[config.mk]
export PLATFORM = sky130hd
export DESIGN_NAME = flux_byte_to_interval_words_core
export DESIGN_NICKNAME = d
export VERILOG_FILES = /design/src/rtl/core/fbiw_pkg.sv /design/src/rtl/core/fbiw_alu.sv /design/src/rtl/core/flux_byte_to_interval_words_core.sv
export VERILOG_INCLUDE_DIRS = /design/src /design/src/rtl/core
export SDC_FILE = /design/constraint.sdc
export NUM_CORES = 1
export LEC_CHECK = 0
export BUFFER_PORTS_ARGS = -buffer_cell sky130_fd_sc_hd__buf_4
export CAP_MARGIN = 20
export CELL_PAD_IN_SITES_DETAIL_PLACEMENT = 1
export CELL_PAD_IN_SITES_GLOBAL_PLACEMENT = 2
export CORE_ASPECT_RATIO = 1.25
export CORE_UTILIZATION = 35
export DETAILED_ROUTE_END_ITERATION = 8
export PLACE_DENSITY = 0.77
export SYNTH_ARGS = -nofsm -noshare
export SYNTH_HDL_FRONTEND = slang
export SYNTH_HIERARCHICAL = 1
export SYNTH_SLANG_ARGS = --single-unit
export TNS_END_PERCENT = 50
[constraint.sdc]
create_clock -name clk -period 7 [get_ports clk]
set_input_delay 0.7 -clock clk [delete_from_list [all_inputs] [get_ports clk]]
set_output_delay 0.7 -clock clk [all_outputs]
set_load 0.01 [all_outputs]
[src/rtl/core/flux_byte_to_interval_words_core_macros.svh]
// assertion macros for the flux interval converter core
`ifndef FLUX_BYTE_TO_INTERVAL_WORDS_CORE_MACROS_SVH
`define FLUX_BYTE_TO_INTERVAL_WORDS_CORE_MACROS_SVH

// same-cycle implication, sampled on clk, off while rst is high
`define FBIW_ASSERT_IMP(label, ante, cons) \
  label: assert property (@(posedge clk) disable iff (rst) (ante) |-> (cons)) \
    else $error("fbiw check failed");

// next-cycle implication, sampled on clk, off while rst is high
`define FBIW_ASSERT_NEXT(label, ante, cons) \
  label: assert property (@(posedge clk) disable iff (rst) (ante) |=> (cons)) \
    else $error("fbiw check failed");

`endif

[src/rtl/core/fbiw_pkg.sv]
// shared types and constants for the flux interval converter
`timescale 1ns / 1ps

package fbiw_pkg;

  localparam logic [7:0]  NO_FLUX_BYTE = 8'hFF;
  localparam logic [31:0] SUM_MAX      = 32'hFFFF_FFFF;
  localparam logic [23:0] COUNT_MAX    = 24'hFF_FFFF;

  typedef enum logic [1:0] {
    ALU_ADD_SAT = 2'b01,
    ALU_SUB     = 2'b10
  } alu_op_t;

  typedef struct packed {
    alu_op_t     op;
    logic [31:0] a;
    logic [31:0] b;
    logic [31:0] lim;
  } alu_req_t;

  typedef struct packed {
    logic [31:0] value;
    logic        over;
    logic        ge;
  } alu_res_t;

endpackage

[src/rtl/core/fbiw_alu.sv]
// shared saturating adder and magnitude compare unit
`timescale 1ns / 1ps

module fbiw_alu (
  input  fbiw_pkg::alu_req_t req,
  output fbiw_pkg::alu_res_t res
);

  logic [32:0] sum;
  logic [31:0] opb;
  logic        cin;

  always_comb begin
    opb = req.b;
    cin = 1'b0;
    if (req.op == fbiw_pkg::ALU_SUB) begin
      opb = ~req.b;
      cin = 1'b1;
    end
    sum = {1'b0, req.a} + {1'b0, opb} + 33'(cin);
    // carry out of a - b means a >= b
    res.ge    = sum[32];
    res.over  = (req.op == fbiw_pkg::ALU_ADD_SAT) && (sum > {1'b0, req.lim});
    res.value = res.over ? req.lim : sum[31:0];
  end

endmodule

[src/rtl/core/flux_byte_to_interval_words_core.sv]
// top level of the flux byte to interval word converter
//
//  channel  | signals                              | direction
//  ---------+--------------------------------------+----------
//  input    | in_valid in_ready flux_byte last_byte | into core
//  output   | out_valid out_ready flux_word ...     | out of core
//  config   | cfg_write cfg_data (rev_ticks)        | into core
//
// one byte at a time; busy from the input transfer until its final result, if any, is loaded
// transition byte: accept, add, compare, sum, then an emit step for each word,
//   the single shared adder/compare unit serving add, compare, sum and each word's count bump
// 0xff byte: accept, add, finish; byte after the revolution ended: accept, finish;
//   transition ending it: accept, add, compare, finish; a summary-only result is loaded in the finish step
// a full output register stalls the core; rst is synchronous, active high, clears state, capture, config, out_valid
`timescale 1ns / 1ps

`include "flux_byte_to_interval_words_core_macros.svh"

module flux_byte_to_interval_words_core #(
  parameter int MAX_RUN_WORDS = 64
) (
  input  logic        clk,
  input  logic        rst,
  // configuration
  input  logic        cfg_write,
  input  logic [31:0] cfg_data,
  // input channel
  input  logic        in_valid,
  output logic        in_ready,
  input  logic [7:0]  flux_byte,
  input  logic        last_byte,
  // output channel
  output logic        out_valid,
  input  logic        out_ready,
  output logic [15:0] flux_word,
  output logic        word_valid,
  output logic        rev_done,
  output logic [23:0] rev_word_count,
  output logic [31:0] rev_index_time,
  output logic        acc_saturated,
  output logic        last
);

  // accumulator spans MAX_RUN_WORDS * 65536 - 1 ticks
  localparam int          WHOLE_W   = $clog2(MAX_RUN_WORDS);
  localparam int          ACC_W     = WHOLE_W + 16;
  localparam logic [31:0] ACC_BOUND = 32'((MAX_RUN_WORDS * 65536) - 1);

  typedef enum logic [5:0] {
    S_IDLE = 6'b000001,
    S_ADD  = 6'b000010,
    S_CMP  = 6'b000100,
    S_SUM  = 6'b001000,
    S_EMIT = 6'b010000,
    S_FIN  = 6'b100000
  } state_t;

  state_t state;

  // configuration and capture state
  logic [31:0]        rev_ticks;
  logic [ACC_W-1:0]   tick_accumulator;
  logic [31:0]        tick_sum;
  logic [23:0]        word_counter;
  logic               rev_finished;
  logic               saturation_seen;

  // per-byte working registers
  logic [7:0]         byte_q;
  logic               last_q;
  logic [ACC_W-1:0]   interval;
  logic [WHOLE_W-1:0] whole_cnt;

  fbiw_pkg::alu_req_t alu_req;
  fbiw_pkg::alu_res_t alu_res;

  logic               slot_free;
  logic               out_load;
  logic [31:0]        summary_ticks;

  fbiw_alu u_alu (
    .req (alu_req),
    .res (alu_res)
  );

  assign in_ready      = (state == S_IDLE);
  assign slot_free     = !out_valid || out_ready;
  // a result enters the output register this cycle
  assign out_load      = slot_free && ((state == S_EMIT) || ((state == S_FIN) && last_q));
  assign summary_ticks = (rev_ticks != 32'd0) ? rev_ticks : tick_sum;

  // operand steering for the shared unit, one use per step
  always_comb begin
    alu_req.op  = fbiw_pkg::ALU_ADD_SAT;
    alu_req.a   = 32'd0;
    alu_req.b   = 32'd0;
    alu_req.lim = fbiw_pkg::SUM_MAX;
    case (state)
      S_ADD: begin
        alu_req.a   = 32'(tick_accumulator);
        alu_req.b   = 32'(byte_q);
        alu_req.lim = ACC_BOUND;
      end
      S_CMP: begin
        alu_req.op = fbiw_pkg::ALU_SUB;
        alu_req.a  = tick_sum;
        alu_req.b  = rev_ticks;
      end
      S_SUM: begin
        alu_req.a = tick_sum;
        alu_req.b = 32'(interval);
      end
      S_EMIT: begin
        // saturating word count bump
        alu_req.a   = 32'(word_counter);
        alu_req.b   = 32'd1;
        alu_req.lim = 32'(fbiw_pkg::COUNT_MAX);
      end
      default: begin
      end
    endcase
  end

  // config register
  always_ff @(posedge clk) begin
    if (rst) begin
      rev_ticks <= 32'd0;
    end else if (cfg_write) begin
      rev_ticks <= cfg_data;
    end
  end

  // output register occupancy
  always_ff @(posedge clk) begin
    if (rst) begin
      out_valid <= 1'b0;
    end else if (out_load) begin
      out_valid <= 1'b1;
    end else if (out_ready) begin
      out_valid <= 1'b0;
    end
  end

  // sequencer, capture state and output payload
  always_ff @(posedge clk) begin
    if (rst) begin
      state            <= S_IDLE;
      tick_accumulator <= '0;
      tick_sum         <= 32'd0;
      word_counter     <= 24'd0;
      rev_finished     <= 1'b0;
      saturation_seen  <= 1'b0;
    end else begin
      case (state)
        S_IDLE: begin
          if (in_valid) begin
            byte_q <= flux_byte;
            last_q <= last_byte;
            state  <= rev_finished ? S_FIN : S_ADD;
          end
        end
        S_ADD: begin
          tick_accumulator <= alu_res.value[ACC_W-1:0];
          if (alu_res.over) begin
            saturation_seen <= 1'b1;
          end
          state <= (byte_q == fbiw_pkg::NO_FLUX_BYTE) ? S_FIN : S_CMP;
        end
        S_CMP: begin
          if ((rev_ticks != 32'd0) && alu_res.ge) begin
            // revolution length reached, drop the rest of the capture
            rev_finished <= 1'b1;
            state        <= S_FIN;
          end else begin
            interval         <= (tick_accumulator != '0) ? tick_accumulator
                                                         : ACC_W'(1);
            whole_cnt        <= tick_accumulator[ACC_W-1:16];
            tick_accumulator <= '0;
            state            <= S_SUM;
          end
        end
        S_SUM: begin
          tick_sum <= alu_res.value;
          state    <= S_EMIT;
        end
        S_EMIT: begin
          if (slot_free) begin
            word_valid    <= 1'b1;
            acc_saturated <= saturation_seen;
            if (whole_cnt != '0) begin
              // overflow word worth 65536 ticks
              flux_word      <= 16'd0;
              whole_cnt      <= whole_cnt - WHOLE_W'(1);
              word_counter   <= alu_res.value[23:0];
              rev_done       <= 1'b0;
              rev_word_count <= 24'd0;
              rev_index_time <= 32'd0;
              last           <= 1'b0;
            end else begin
              flux_word <= interval[15:0];
              last      <= 1'b1;
              state     <= S_IDLE;
              if (last_q) begin
                rev_done         <= 1'b1;
                rev_word_count   <= alu_res.value[23:0];
                rev_index_time   <= summary_ticks;
                tick_accumulator <= '0;
                tick_sum         <= 32'd0;
                word_counter     <= 24'd0;
                rev_finished     <= 1'b0;
                saturation_seen  <= 1'b0;
              end else begin
                rev_done       <= 1'b0;
                rev_word_count <= 24'd0;
                rev_index_time <= 32'd0;
                word_counter   <= alu_res.value[23:0];
              end
            end
          end
        end
        S_FIN: begin
          if (!last_q) begin
            state <= S_IDLE;
          end else if (slot_free) begin
            // summary with no word
            flux_word        <= 16'd0;
            word_valid       <= 1'b0;
            rev_done         <= 1'b1;
            rev_word_count   <= word_counter;
            rev_index_time   <= summary_ticks;
            acc_saturated    <= saturation_seen;
            last             <= 1'b1;
            tick_accumulator <= '0;
            tick_sum         <= 32'd0;
            word_counter     <= 24'd0;
            rev_finished     <= 1'b0;
            saturation_seen  <= 1'b0;
            state            <= S_IDLE;
          end
        end
        default: begin
          state <= S_IDLE;
        end
      endcase
    end
  end

  // summary only ever rides on the final result of a byte
  `FBIW_ASSERT_IMP(a_summary_is_last, out_valid && rev_done, last)
  // a result without a word exists only as a bare summary
  `FBIW_ASSERT_IMP(a_empty_is_summary, out_valid && !word_valid, rev_done && last)
  // one byte at a time: busy right after an input transfer
  `FBIW_ASSERT_NEXT(a_busy_after_take, in_valid && in_ready, !in_ready)
  // a summary transfer leaves the capture state cleared
  `FBIW_ASSERT_NEXT(a_clear_after_summary, state == S_FIN && last_q && slot_free,
                    word_counter == 24'd0 && !rev_finished && tick_sum == 32'd0)

endmodule

==> metrics.cfg <==
[power]
pwr_density_cell_nw_per_um2 = 191
vdd_drop_max_mv = 0.160
total_power_mw = 3.04
p_leak_nw = 6.36

[timing]
drv_slew = 0
slew_headroom_pct = 30.3
post-route-min-period_ns = 6.61
fin_ws_ns = 0.390
worstMarginPinSlew_ns = 1.04
setup_viol_count_final = 0
fmax_ghz = 0.151
hold_viol = 0
period_share_pct = 94.4
finalClockSkew_ns = 0.00863
hold_slack_ns = 0.307

[clock_tree]
cts_made_buffers = 28
clk_path_buf_depth = 3
cts_tree = built
h-tree-depth = 1
cts.root.buffer_cell = clkbuf_16
cts_hold_buffers = 0
cts.sinks = 232
clk_pin_slew_ns = 0.06
clk_latency_ns = 0.57

[die]
die_x_um = 177
die_h_um = 221
dieArea_um2 = 39000
rows = 79
core_area_um2 = 37500
io_pins = 124
initial_core_util_pct = 35.7

[synthesis]
ys_seq_area_share_pct = 43.1
ys.flop_type = dfxtp_1
synth_top_area_share_pct = 25.4
synthesis.area_per_instance_um2 = 9.76
yosysTopAreaCell = edfxtp_1
yosysUniqueCellTypes = 75
synth_area_leaders = edfxtp_1 25%, dfxtp_1 18%, ha_1 6.0%
ys_ff_latch = 232
synth_edf_count = 113
ys_warn_count = 6
syn_area_um2 = 13400
async_flop_share_pct = 0
postSynthCellCount = 1372

[place]
place_area_um2 = 14900
dp_worst_setup_slack_ns = 0.158
place.gp.congestion = 0.872
dp_cells = 1949
placement.io_buffers = 123
dp_hpwl_mm = 33.7

[routing]
wl_per_cell_um = 23.6
dr.pass1.iters = 9
ant_nets = 0
drt_wl_total_mm = 47.2
num_vias = 11100
post-route-drc-count = 4
initialDrtViolationCount = 681
viasPerCell = 5.53

[worst_setup_path]
reg2reg_from = state[5]
worst_r2r_endpoint = tick_accumulator[1]
slowest_stage = or4_4
crit_top_cell = a21o_1
critical_path_required_ns = 7.47
cp.arrival_ns = 7.08
reg2reg_slack_ns = 0.39
worstSetupStartpoint = state[5]
worstPathMaxFanout = 18
cp-start-kind = flip-flop
r2r_cells = 29
critical_path_class = reg -> reg
slowest_delay_ns = 0.58
end_kind = flip-flop

[cells_and_area]
area_growth_pct = 18.9
fin_cells = 2001
fin_nets = 1605
design_area_um2 = 15900
regArea_um2 = 5780
final_common_cell = buf_4
multi_input_comb_area_um2 = 7120
layout_common_cells = 151 x buf_4, 127 x a21oi_1, 119 x dfxtp_1
diodes = 0
drive_above_1_share_pct = 18.3
fill_cells = 4267

[grt]
antenna_found_initial = 0
grt_max_degree = 77
grtUsageTotal_pct = 24.1
grt_pass1_wl_mm = 70.5
grt-ovfl-total = 0
grt_pass1_vias = 11500

[hold_path]
hp-start = flux_byte[4]
hold_class = in -> reg
hold_depth = 1
hold-path-endpoint = byte_q[4]

[run_status]
status = finished with violations
violations = DRC

[job]
maxCapViolCount = 0

==> area by class of cell <==
| cell class | instances | area share [%] |
|---|---|---|
| repair buffers | 154 | 7.50 |
| inverters | 80 | 1.89 |
| multi-input cells | 998 | 44.7 |
| flip-flops and latches | 232 | 36.3 |
| clock buffers | 37 | 4.80 |
| well taps | 486 | 3.82 |
| clock inverters | 14 | 0.967 |
==> flip-flops by register name (all words and copies together) (netlist names) <==
signal and cells:
last 1, tick_accumulator 22, tick_sum 32, acc_saturated 1, out_valid 1, word_counter 24
whole_cnt 6, word_valid 1, rev_ticks 32, rev_finished 1, state 6, rev_word_count 24
last_q 1, rev_index_time 32, interval 22, flux_word 16, byte_q 8, rev_done 1
saturation_seen 1
==> kinds of logic after synthesis <==
family | share of synthesized area (%)
AO/OA/AOI/OAI | 17.5
multiplexers | 8.22
XOR/XNOR | 4.24
flip-flops | 43.1
adder cells (fa/ha/maj) | 6.13
buffers and inverters | 5.65
other | 0.0280
AND/OR/NAND/NOR | 15.1
==> synthesized netlist by cell type, types with 12 or more instances <==
| library cell | n |
|---|---|
| ha_1 | 64 |
| a222oi_1 | 29 |
| o21ai_0 | 19 |
| and2_1 | 22 |
| nor3_1 | 14 |
| xnor2_1 | 55 |
| and3_1 | 23 |
| buf_2 | 12 |
| a22o_1 | 41 |
| edfxtp_1 | 113 |
| nand3_1 | 33 |
| nand2_1 | 109 |
| inv_1 | 80 |
| nor2_1 | 114 |
| dfxtp_1 | 119 |
| a21o_1 | 21 |
| nand2b_1 | 42 |
| clkbuf_1 | 75 |
| a311oi_2 | 19 |
| mux2_4 | 27 |
| nor4_1 | 16 |
| a21oi_1 | 129 |
| mux2i_1 | 66 |
| nand4_1 | 14 |
==> routing by layer <==
layer  part of all wire (%)  wire [um]  track usage [%]  vias up
met5                      0          0                0        -
met4                    3.8       1810             9.25        0
met3                    3.5       1630             2.34       72
met2                     53      25200             45.6      278
met1                     39      18600             27.6     5558
li1                       -          -                -     5165
==> where the power goes <==
part	leakage (nW)	total (mW)	internal (mW)	switching, mW
clock	0.441	1.46	0.845	0.619
combinational	4.08	0.126	0.0517	0.0747
sequential	1.84	1.45	1.43	0.0217
==> worst max-delay path, delay by kind of cell, from the launching register on <==
kind | cells | cell delay [ns]
mux | 1 | 0.26
compound gates | 12 | 2.49
fa+ha+maj | 2 | 0.68
flops | 1 | 0.36
xor+xnor | 1 | 0.15
buf+inv | 6 | 1.06
simple gates | 7 | 1.48
==> stage by stage <==
step / utilization, % / TNS [ns]
floorplan: - / 0
global placement: 39.9 / 0
detailed placement: 39.9 / 0
CTS: 42.3 / 0
global route: 42.5 / -0.0159
finish: 42.5 / 0
==> worst max-delay path by stage <==
stage,to,cells past startpoint
after floorplan,rev_word_count[22],25
after global placement,tick_accumulator[1],25
after detailed placement,tick_accumulator[1],25
after CTS,tick_accumulator[1],25
after global routing,tick_accumulator[1],27
final,tick_accumulator[1],29
==> timing repair <==
item	4_1_cts	5_1_grt
endpoints found under the setup margin	0	96
gates resized for setup	0	9
setup buffers	0	1
No activity file was read; power rests on OpenSTA's default activity.
